[src/sv/bjmc_pkg.sv]
// Shared types and constants for the bounded-jump minimum-cost chain.
// No dependencies; used by bjmc_cell and bounded_jump_min_cost_dp.
`default_nettype none

package bjmc_pkg;

    localparam int DUR_W        = 16;
    localparam int COST_W       = 32;
    localparam int JL_W         = 5;
    localparam int MAX_JUMP_DEF = 16;

    localparam int APB_ADDR_W   = 3;
    localparam int APB_DATA_W   = 32;
    localparam int REG_IDX_W    = APB_ADDR_W - 2;

    localparam logic [COST_W-1:0]    COST_MAX       = '1;
    localparam logic [JL_W-1:0]      JUMP_LIMIT_RST = JL_W'(1);
    localparam logic [REG_IDX_W-1:0] REG_JUMP_LIMIT = '0;

    typedef struct packed {
        logic [DUR_W-1:0] duration;
        logic             is_last;
    } in_beat_t;

    typedef struct packed {
        logic [COST_W-1:0] min_cost;
        logic              final_flag;
    } out_beat_t;

    // Control broadcast from the sequencer to every cell.
    typedef struct packed {
        logic             calc;
        logic             shift;
        logic [DUR_W-1:0] duration;
    } cell_ctrl_t;

endpackage

`default_nettype wire

[src/sv/bounded_jump_min_cost_dp.sv]
// Bounded-jump minimum-cost chain: top level with sequencer, APB register,
// result register and a row of MAX_JUMP history cells. Depends on bjmc_pkg, bjmc_cell.
// A new input beat is taken only after the previous result is registered, as the running
// minimum ripples one cell per cycle down the row; a result waiting on m_ready stalls the sequencer.
// Reset (synchronous, aresetn low): history empty, jump_limit = 1, no result held.
`default_nettype none

module bounded_jump_min_cost_dp
    import bjmc_pkg::*;
#(
    parameter int MAX_JUMP = MAX_JUMP_DEF
) (
    input  wire logic                  aclk,
    input  wire logic                  aresetn,
    input  wire logic                  psel,
    input  wire logic                  penable,
    input  wire logic                  pwrite,
    input  wire logic [APB_ADDR_W-1:0] paddr,
    input  wire logic [APB_DATA_W-1:0] pwdata,
    output logic      [APB_DATA_W-1:0] prdata,
    output logic                       pready,
    input  wire logic                  s_valid,
    output logic                       s_ready,
    input  wire in_beat_t              s_data,
    output logic                       m_valid,
    input  wire logic                  m_ready,
    output out_beat_t                  m_data
);

    localparam int CNT_W = $clog2(MAX_JUMP + 1);
    localparam int LIM_W = (CNT_W > JL_W) ? CNT_W : JL_W;

    localparam logic [1:0] S_IDLE = 2'd0;
    localparam logic [1:0] S_MIN  = 2'd1;
    localparam logic [1:0] S_DONE = 2'd2;

    logic [1:0]        state_reg, state_next;
    logic [CNT_W-1:0]  cnt_reg, cnt_next;
    logic [CNT_W-1:0]  hist_reg, hist_next;
    logic [JL_W-1:0]   jl_reg;
    logic [DUR_W-1:0]  cur_dur_reg;
    logic              cur_last_reg;
    logic              m_valid_reg, m_valid_next;
    out_beat_t         out_reg;

    logic              s_accept;
    logic              done_fire;
    logic              reg_sel;
    logic [LIM_W-1:0]  jl_ext, lim_ext;
    logic [CNT_W-1:0]  lim, span;
    logic [COST_W-1:0] result_cost;
    cell_ctrl_t        ctrl;

    logic [DUR_W-1:0]  dur_chain  [MAX_JUMP+1];
    logic [COST_W-1:0] cost_chain [MAX_JUMP+1];
    logic [COST_W-1:0] min_chain  [MAX_JUMP+1];

    // APB register
    assign pready  = 1'b1;
    assign reg_sel = (paddr[APB_ADDR_W-1:2] == REG_JUMP_LIMIT);
    assign prdata  = reg_sel ? APB_DATA_W'(jl_reg) : '0;

    always_ff @(posedge aclk) begin
        if (!aresetn) begin
            jl_reg <= JUMP_LIMIT_RST;
        end else if (psel && penable && pwrite && pready && reg_sel) begin
            jl_reg <= pwdata[JL_W-1:0];
        end
    end

    // Effective jump span: clamp limit to 1..MAX_JUMP, then to history held
    always_comb begin
        jl_ext = LIM_W'(jl_reg);
        if (jl_ext == '0) begin
            lim_ext = LIM_W'(1);
        end else if (jl_ext > LIM_W'(MAX_JUMP)) begin
            lim_ext = LIM_W'(MAX_JUMP);
        end else begin
            lim_ext = jl_ext;
        end
        lim  = CNT_W'(lim_ext);
        span = (lim < hist_reg) ? lim : hist_reg;
    end

    assign s_ready     = (state_reg == S_IDLE);
    assign s_accept    = s_valid && s_ready;
    assign done_fire   = (state_reg == S_DONE) && (!m_valid_reg || m_ready);
    assign result_cost = (hist_reg == '0) ? '0 : min_chain[MAX_JUMP];

    always_comb begin
        ctrl.calc     = s_accept;
        ctrl.shift    = done_fire && !cur_last_reg;
        ctrl.duration = s_data.duration;
    end

    always_comb begin
        state_next   = state_reg;
        cnt_next     = cnt_reg;
        hist_next    = hist_reg;
        m_valid_next = m_valid_reg;
        if (m_valid_reg && m_ready) begin
            m_valid_next = 1'b0;
        end
        case (state_reg)
            S_IDLE: begin
                cnt_next = '0;
                if (s_accept) begin
                    state_next = S_MIN;
                end
            end
            S_MIN: begin
                // let the minimum ripple through every cell
                if (cnt_reg == CNT_W'(MAX_JUMP - 1)) begin
                    state_next = S_DONE;
                end else begin
                    cnt_next = cnt_reg + CNT_W'(1);
                end
            end
            S_DONE: begin
                if (done_fire) begin
                    state_next   = S_IDLE;
                    m_valid_next = 1'b1;
                    if (cur_last_reg) begin
                        hist_next = '0;
                    end else if (hist_reg < CNT_W'(MAX_JUMP)) begin
                        hist_next = hist_reg + CNT_W'(1);
                    end
                end
            end
            default: begin
                state_next = S_IDLE;
            end
        endcase
    end

    always_ff @(posedge aclk) begin
        if (!aresetn) begin
            state_reg   <= S_IDLE;
            cnt_reg     <= '0;
            hist_reg    <= '0;
            m_valid_reg <= 1'b0;
        end else begin
            state_reg   <= state_next;
            cnt_reg     <= cnt_next;
            hist_reg    <= hist_next;
            m_valid_reg <= m_valid_next;
        end
    end

    always_ff @(posedge aclk) begin
        if (s_accept) begin
            cur_dur_reg  <= s_data.duration;
            cur_last_reg <= s_data.is_last;
        end
        if (done_fire) begin
            out_reg.min_cost   <= result_cost;
            out_reg.final_flag <= cur_last_reg;
        end
    end

    assign m_valid = m_valid_reg;
    assign m_data  = out_reg;

    // Head of the row: newest item enters on shift, minimum starts at the top
    assign dur_chain[0]  = cur_dur_reg;
    assign cost_chain[0] = result_cost;
    assign min_chain[0]  = COST_MAX;

    for (genvar k = 0; k < MAX_JUMP; k++) begin : g_cell
        bjmc_cell #(
            .IDX   (k),
            .CNT_W (CNT_W)
        ) u_cell (
            .aclk      (aclk),
            .ctrl      (ctrl),
            .span      (span),
            .prev_dur  (dur_chain[k]),
            .prev_cost (cost_chain[k]),
            .prev_min  (min_chain[k]),
            .dur_out   (dur_chain[k+1]),
            .cost_out  (cost_chain[k+1]),
            .min_out   (min_chain[k+1])
        );
    end

endmodule

`default_nettype wire

[src/sv/bjmc_cell.sv]
// One history cell: holds a past duration and its cost, forms the jump
// candidate and passes history and a running minimum to its neighbor.
// Depends on bjmc_pkg.
`default_nettype none

module bjmc_cell
    import bjmc_pkg::*;
#(
    parameter int IDX   = 0,
    parameter int CNT_W = 5
) (
    input  wire logic              aclk,
    input  wire cell_ctrl_t        ctrl,
    input  wire logic [CNT_W-1:0]  span,
    input  wire logic [DUR_W-1:0]  prev_dur,
    input  wire logic [COST_W-1:0] prev_cost,
    input  wire logic [COST_W-1:0] prev_min,
    output logic      [DUR_W-1:0]  dur_out,
    output logic      [COST_W-1:0] cost_out,
    output logic      [COST_W-1:0] min_out
);

    logic [DUR_W-1:0]  pd_reg;
    logic [COST_W-1:0] pc_reg;
    logic [COST_W-1:0] cand_reg;
    logic [COST_W-1:0] cand_next;
    logic [COST_W-1:0] min_reg;
    logic [DUR_W-1:0]  diff;
    logic [COST_W:0]   sum;

    always_comb begin
        diff = (ctrl.duration >= pd_reg) ? ctrl.duration - pd_reg : pd_reg - ctrl.duration;
        sum  = {1'b0, pc_reg} + (COST_W + 1)'(diff);
        if (CNT_W'(IDX) >= span) begin
            cand_next = COST_MAX;
        end else if (sum[COST_W]) begin
            cand_next = COST_MAX;
        end else begin
            cand_next = sum[COST_W-1:0];
        end
    end

    always_ff @(posedge aclk) begin
        if (ctrl.calc) begin
            cand_reg <= cand_next;
        end
        if (ctrl.shift) begin
            pd_reg <= prev_dur;
            pc_reg <= prev_cost;
        end
        // fold own candidate into the minimum arriving from the left
        min_reg <= (prev_min < cand_reg) ? prev_min : cand_reg;
    end

    assign dur_out  = pd_reg;
    assign cost_out = pc_reg;
    assign min_out  = min_reg;

endmodule

`default_nettype wire
[config.mk]
export PLATFORM = sky130hd
export DESIGN_NAME = bounded_jump_min_cost_dp
export DESIGN_NICKNAME = d
export VERILOG_FILES = /design/src/sv/bjmc_pkg.sv /design/src/sv/bounded_jump_min_cost_dp.sv /design/src/sv/bjmc_cell.sv
export SDC_FILE = /design/constraint.sdc
export NUM_CORES = 2
export LEC_CHECK = 0
export BUFFER_PORTS_ARGS = -buffer_cell sky130_fd_sc_hd__buf_2
export CORE_ASPECT_RATIO = 0.75
export CORE_MARGIN = 4
export CORE_UTILIZATION = 32
export DETAILED_ROUTE_END_ITERATION = 16
export GPL_TIMING_DRIVEN = 0
export PLACE_DENSITY = 0.43
export SLEW_MARGIN = 20
export SYNTH_ARGS = -nofsm -noshare
export SYNTH_HDL_FRONTEND = slang
export SYNTH_SLANG_ARGS = --single-unit
[constraint.sdc]
create_clock -name aclk -period 89.6 [get_ports aclk]
set_clock_uncertainty 0.2 [all_clocks]
set_input_delay 17.92 -clock aclk [delete_from_list [all_inputs] [get_ports aclk]]
set_output_delay 17.92 -clock aclk [all_outputs]
set_load 0.1 [all_outputs]
== Yosys cells after proc, flatten, opt, wreduce, memory -nomap -nowiden ==
Cells that the tools add are included.

* Bits in registers: 1860
* Input port bits: 59
* Output and inout bits: 68
* Logic and storage cells: 263

* $add $sub $neg: 50
* Magnitude comparators: 51
* Equality and inequality tests: 7
* Mux-type cells: 47
* Bitwise logic cells: 1
* Reduce and logical (&&, ||, !) cells: 34

{| class="wikitable"
|+ Operators with widths
! cell !! count
|-
| adder 32 x 16 -> 33 bit || 16
|-
| two-way mux 32 bit || 16
|-
| subtractor 16 bit || 32
|-
| < comparator 32 bit || 15
|-
| >= comparator 16 bit || 16
|-
| two-way mux 16 bit || 16
|-
| >= comparator 4 x 5 -> 1 bit, first input constant || 8
|-
| two-way mux 5 bit || 7
|-
| < comparator 32 bit, first input constant || 1
|-
| OR reduction 2 bit || 16
|-
| >= comparator 3 x 5 -> 1 bit, first input constant || 4
|-
| adder 5 x 1 -> 5 bit, second input constant || 2
|-
| >= comparator 1 x 5 -> 1 bit, first input constant || 2
|-
| >= comparator 2 x 5 -> 1 bit, first input constant || 2
|-
| zero test 5 bit || 2
|-
| case mux 5 bit (2 select lines) || 1
|-
| logical AND 1 bit || 7
|-
| two-way mux 2 bit || 3
|-
| != test 2 bit, second input constant || 3
|-
| case mux 2 bit (3 select lines) || 1
|-
| AND reduction 3 bit || 2
|-
| == test 5 x 4 -> 1 bit, second input constant || 1
|-
| greater-than comparator 5 bit, second input constant || 1
|-
| < comparator 5 bit || 1
|-
| 11 further kinds || 15
|}

== Longest topological paths before layout ==
* Depth after elaboration: 7
* Gate-level depth with buffers: 26
* Mapped depth without buffers: 23

== By module ==
A second synthesis with hierarchy kept.

* Cell total of the unflattened synthesis: 11299
* Area, all modules: 117929.4 um^2

{| class="wikitable"
|+ By module, submodules not included
! module !! instances !! cells each !! area an instance (um^2) !! seq. area each (um^2)
|-
| bjmc_cell (g_cell[13].u_cell) || 1 || 780 || 7519.7 || 3042.9
|-
| bjmc_cell (g_cell[9].u_cell) || 1 || 709 || 7338.3 || 3042.9
|-
| bjmc_cell (g_cell[14].u_cell) || 1 || 692 || 7279.5 || 3042.9
|-
| bjmc_cell (g_cell[5].u_cell) || 1 || 700 || 7269.5 || 3042.9
|-
| bjmc_cell (g_cell[15].u_cell) || 1 || 692 || 7263.2 || 3042.9
|-
| bjmc_cell (g_cell[6].u_cell) || 1 || 681 || 7260.7 || 3042.9
|-
| bjmc_cell (g_cell[12].u_cell) || 1 || 698 || 7214.4 || 3042.9
|-
| bjmc_cell (g_cell[4].u_cell) || 1 || 682 || 7205.7 || 3042.9
|-
| bjmc_cell (g_cell[8].u_cell) || 1 || 677 || 7168.1 || 3042.9
|-
| bjmc_cell (g_cell[7].u_cell) || 1 || 690 || 7145.6 || 3042.9
|-
| bjmc_cell (g_cell[10].u_cell) || 1 || 687 || 7101.8 || 3042.9
|-
| bjmc_cell (g_cell[2].u_cell) || 1 || 679 || 7081.8 || 3042.9
|-
| bjmc_cell (g_cell[0].u_cell) || 1 || 688 || 7071.8 || 3042.9
|-
| bjmc_cell (g_cell[11].u_cell) || 1 || 673 || 7038.0 || 3042.9
|-
| 3 more rows || - || - || - || -
|}

== Worst setup path before layout ==
No wires, ideal clock.

* Kind: input-to-reg
* Start: input m_ready
* End: register hist_reg[1]
* Library setup time: 164 ps
* Arrival: 56001 ps
* Required time: 89236 ps
* Slack: 33236 ps
* Stages on the path: 6
* Path buffers: 1
* Cell sequence: nand2b_1 > nor2b_1 > clkbuf_1 > nor2b_1 > a32oi_1 > nor2b_1

* Cells in the longest elaborated chain, start to end: 3

{| class="wikitable"
|+ Ends and longest elaborated chain
! element !! line !! RTL
|-
| start, declared || bounded_jump_min_cost_dp.sv:26 || <nowiki>input wire logic m_ready,</nowiki>
|-
| logical OR 1 bit || bounded_jump_min_cost_dp.sv:87 || <nowiki>assign done_fire = (state_reg == S_DONE) && (!m_valid_reg || m_ready);</nowiki>
|-
| logical AND 1 bit || bounded_jump_min_cost_dp.sv:87 ||
|-
| via done_fire || bounded_jump_min_cost_dp.sv:47 || <nowiki>logic done_fire;</nowiki>
|-
| AND reduction 3 bit (no line) || - ||
|-
| end signal, assigned || bounded_jump_min_cost_dp.sv:145 || <nowiki>hist_reg <= hist_next;</nowiki>
|-
| end, declared || bounded_jump_min_cost_dp.sv:39 || <nowiki>logic [CNT_W-1:0] hist_reg, hist_next;</nowiki>
|}

The timed path passes the listed nets, and every way through them passes these cells.
A chain may end at the register's enable or synchronous reset.

== Worst setup path after layout ==
* Start: input paddr[2]
* End: output prdata[3]

* Cells in the longest elaborated chain, start to end: 1

{| class="wikitable"
|+ Ends and longest elaborated chain
! element !! line !! RTL
|-
| start, declared || bounded_jump_min_cost_dp.sv:18 || <nowiki>input wire logic [APB_ADDR_W-1:0] paddr,</nowiki>
|-
| two-way mux 5 bit || bounded_jump_min_cost_dp.sv:61 || <nowiki>assign prdata = reg_sel ? APB_DATA_W'(jl_reg) : '0;</nowiki>
|-
| end, declared || bounded_jump_min_cost_dp.sv:20 || <nowiki>output logic [APB_DATA_W-1:0] prdata,</nowiki>
|}

No other way between the ends.

==> metrics.txt <==
synth top area cells edfxtp_1, ha_1, dfxtp_1; instance count of the mapped netlist approximately 10,000; Critical R2R Launch g_cell[1].u_cell.dur_out[0]; initial DRC count around 7,300; CTS tree built; Crit. End Element output port; Clock Latency Late Sink 0.91 ns; ys async rst share 0%; setup TNS 0 ns; critical path class input port to output port; cell with the most instances after synthesis edfxtp_1; worst path required time 71.48 ns; fin area 124,000 um^2; CP Launch Type input port; max-cap violation count 0; number of enable flip-flop cells after synthesis ~1,300; DRC errors left 0; die area between 300,000 and 400,000 um^2; FF+latch area about 51,000 um^2; Die Span Y 515 um; Final Hold Fails 0; vias per cell slightly above 5; Slew Viols, Final 0; post-CTS setup buffer count 0; Antenna Violating Nets Remaining 1; # IOs ~130; Worst Hold Class flip-flop to flip-flop; Die W a little under 700 um; final hold slack about 0.14 ns; Arr. time, crit path 18.62 ns; Tcrit/Tclk final between 40% and 50%; Least-Margin Pin Slew 1.15 ns; Area after DPL 117,000 um^2; Wirelength per Cell around 25 um; Worst Hold Endpoint g_cell[0].u_cell.min_out[9]; post-synthesis cell type count 98; Mean Syn Cell Area between 10 and 15 um^2; CTS root buffer clkbuf_16; Port Buf Inserts 69; area added between synthesis and finish 13.5%; area of the multi-input gates between 50,000 and 60,000 um^2; initial antenna violation count 67; total global-route track usage approximately a fifth; sequential fraction of the synthesis area 46.1%; Clock Path Buffers 4; top cell type's share of synthesized area between 30% and 40%; H-tree Lvls 4; minimum clock period approximately 37 ns; RR Endpoint g_cell[1].u_cell.cand_reg[6]; Max-slew headroom between 20% and 30%; GP Congestion 0.882; synthesized cell area between 100,000 and 150,000 um^2; maximum clock rate approximately 0.027 GHz; hold path start g_cell[0].u_cell.cand_reg[9]; grt total ovfl 0; share of post-route cells with drive strength above 1 between 10% and 20%; Tot Pwr between 2 and 2.5 mW; Core Box Area 340,000 um^2; number of global-route vias before repair roughly 74,000; commonest register cell after synthesis edfxtp_1; synth cell count leaders edfxtp_1, ha_1, inv_1; top fanout value on the critical path 6; # rows 185; PD cells 19.2 nW/um^2; first-pass GRT wire length about 530,000 um; Clock transition at path regs 0.06 ns; Starting Density about a third; Sinks on Clock Net approximately 1,900; area leader, netlist edfxtp_1; Pleak roughly 52 nW; detailed-route via count between 70,000 and 80,000; Final Setup Violations 0; Detail Placement HPWL just under 300,000 um; cts repair resizes 0; outcome finished, violations left; Synth Register Bits about 1,900; worst-case reg-to-reg path depth 24; Min-Delay Path Depth 0; # fillers between 30,000 and 40,000; largest net degree at the start of global routing 51; RSZ-0062 raised after global routing false; R2R setup slack around 80 ns; VDD IR-drop max roughly 0.015 mV; first-pass iteration count of the detailed router 5; cts bufs inserted approximately 210; violated checks antenna rules; # nets final approximately 12,000; Yosys warning count 0; CTS Hold Buffers Added 0; Total Routed Length approximately 380,000 um
-- how the worst max path moves through the flow --
stage,from,to,slack (ns),depth (start not counted)
2_1_floorplan,m_ready,hist_reg[1],33.24,6
3_3_place_gp,m_ready,hist_reg[1],11.99,7
3_5_place_dp,paddr[2],prdata[0],52.87,3
4_1_cts,paddr[2],prdata[0],52.86,3
5_1_grt,paddr[2],prdata[4],52.83,3
6_report,paddr[2],prdata[3],52.86,3
-- cells by family after synthesis --
| group | after synthesis | synth area share (%) |
|---|---|---|
| adder cells (fa/ha/maj) | 1273 | 14.9 |
| multiplexers | 663 | 6.71 |
| XOR/XNOR | 553 | 4.42 |
| AO/OA/AOI/OAI | 2179 | 13.1 |
| flip-flops | 1860 | 46.1 |
| buffers and inverters | 1276 | 4.72 |
| other | 2 | 0.00686 |
| AND/OR/NAND/NOR | 2248 | 10.0 |
-- routing by layer --
| layer | wire length [um] | GRT usage [%] | vias up | share of wire, % |
|---|---|---|---|---|
| met5 | 20 | 0 | - | 0.0053 |
| met1 | 199000 | 33.6 | 38100 | 53 |
| met4 | 6970 | 3.79 | 2 | 1.9 |
| li1 | - | - | 37000 | - |
| met2 | 147000 | 28.8 | 2383 | 39 |
| met3 | 23000 | 2.59 | 380 | 6.1 |
-- stage by stage --
stage | instances | util [%] | setup WS [ns]
finish | 15100 | 36.6 | 52.86
detailed placement | 14700 | 34.5 | 52.87
global placement | 14600 | 34.0 | 11.99
CTS | 15100 | 36.6 | 52.86
global route | 15100 | 36.6 | 52.83
floorplan | 10100 | - | 33.24
-- worst max-delay path, cell delays in order --
cell	delay, ns
buf_2	0.13
nor2b_1	0.12
buf_2	0.45
-- area by class of cell --
| cell class | instances | share of cell area [%] |
|---|---|---|
| repair buffers | 136 | 1.53 |
| diodes | 19 | 0.0382 |
| clock buffers | 293 | 4.90 |
| plain buffers | 286 | 1.17 |
| well taps | 4488 | 4.51 |
| multi-input cells | 6944 | 43.4 |
| inverters | 990 | 3.00 |
| flip-flops and latches | 1860 | 40.6 |
| clock inverters | 93 | 0.799 |
-- cell usage in the layout, fill, tap and decap left out, drive strengths merged, types with 30 or more instances in the layout --
cell | Yosys | layout
nand4 | 116 | 116
xnor2 | 286 | 286
fa | 48 | 48
and3 | 127 | 127
o21ai | 467 | 467
clkinv | 0 | 56
mux2 | 511 | 511
xor2 | 267 | 267
o21bai | 85 | 85
a31oi | 81 | 81
ha | 1225 | 1225
clkbuf | 143 | 436
edfxtp | 1330 | 1330
nand2b | 126 | 126
nor3 | 140 | 140
a21o | 415 | 415
nand2 | 758 | 758
nor2b | 172 | 172
and2 | 45 | 45
a221oi | 30 | 30
inv | 990 | 1001
o211ai | 42 | 42
nand3 | 206 | 206
dfxtp | 530 | 530
o21a | 99 | 99
a211oi | 90 | 90
nor2 | 366 | 366
a21oi | 568 | 568
buf | 143 | 279
or3 | 68 | 68
mux2i | 152 | 152
-- power by group --
part           switching, mW  total [mW]  internal (mW)
Sequential            0.0449        1.01          0.967
Combinational          0.287       0.481          0.194
Clock                  0.377       0.899          0.522
(Power assumes the default switching activity.)
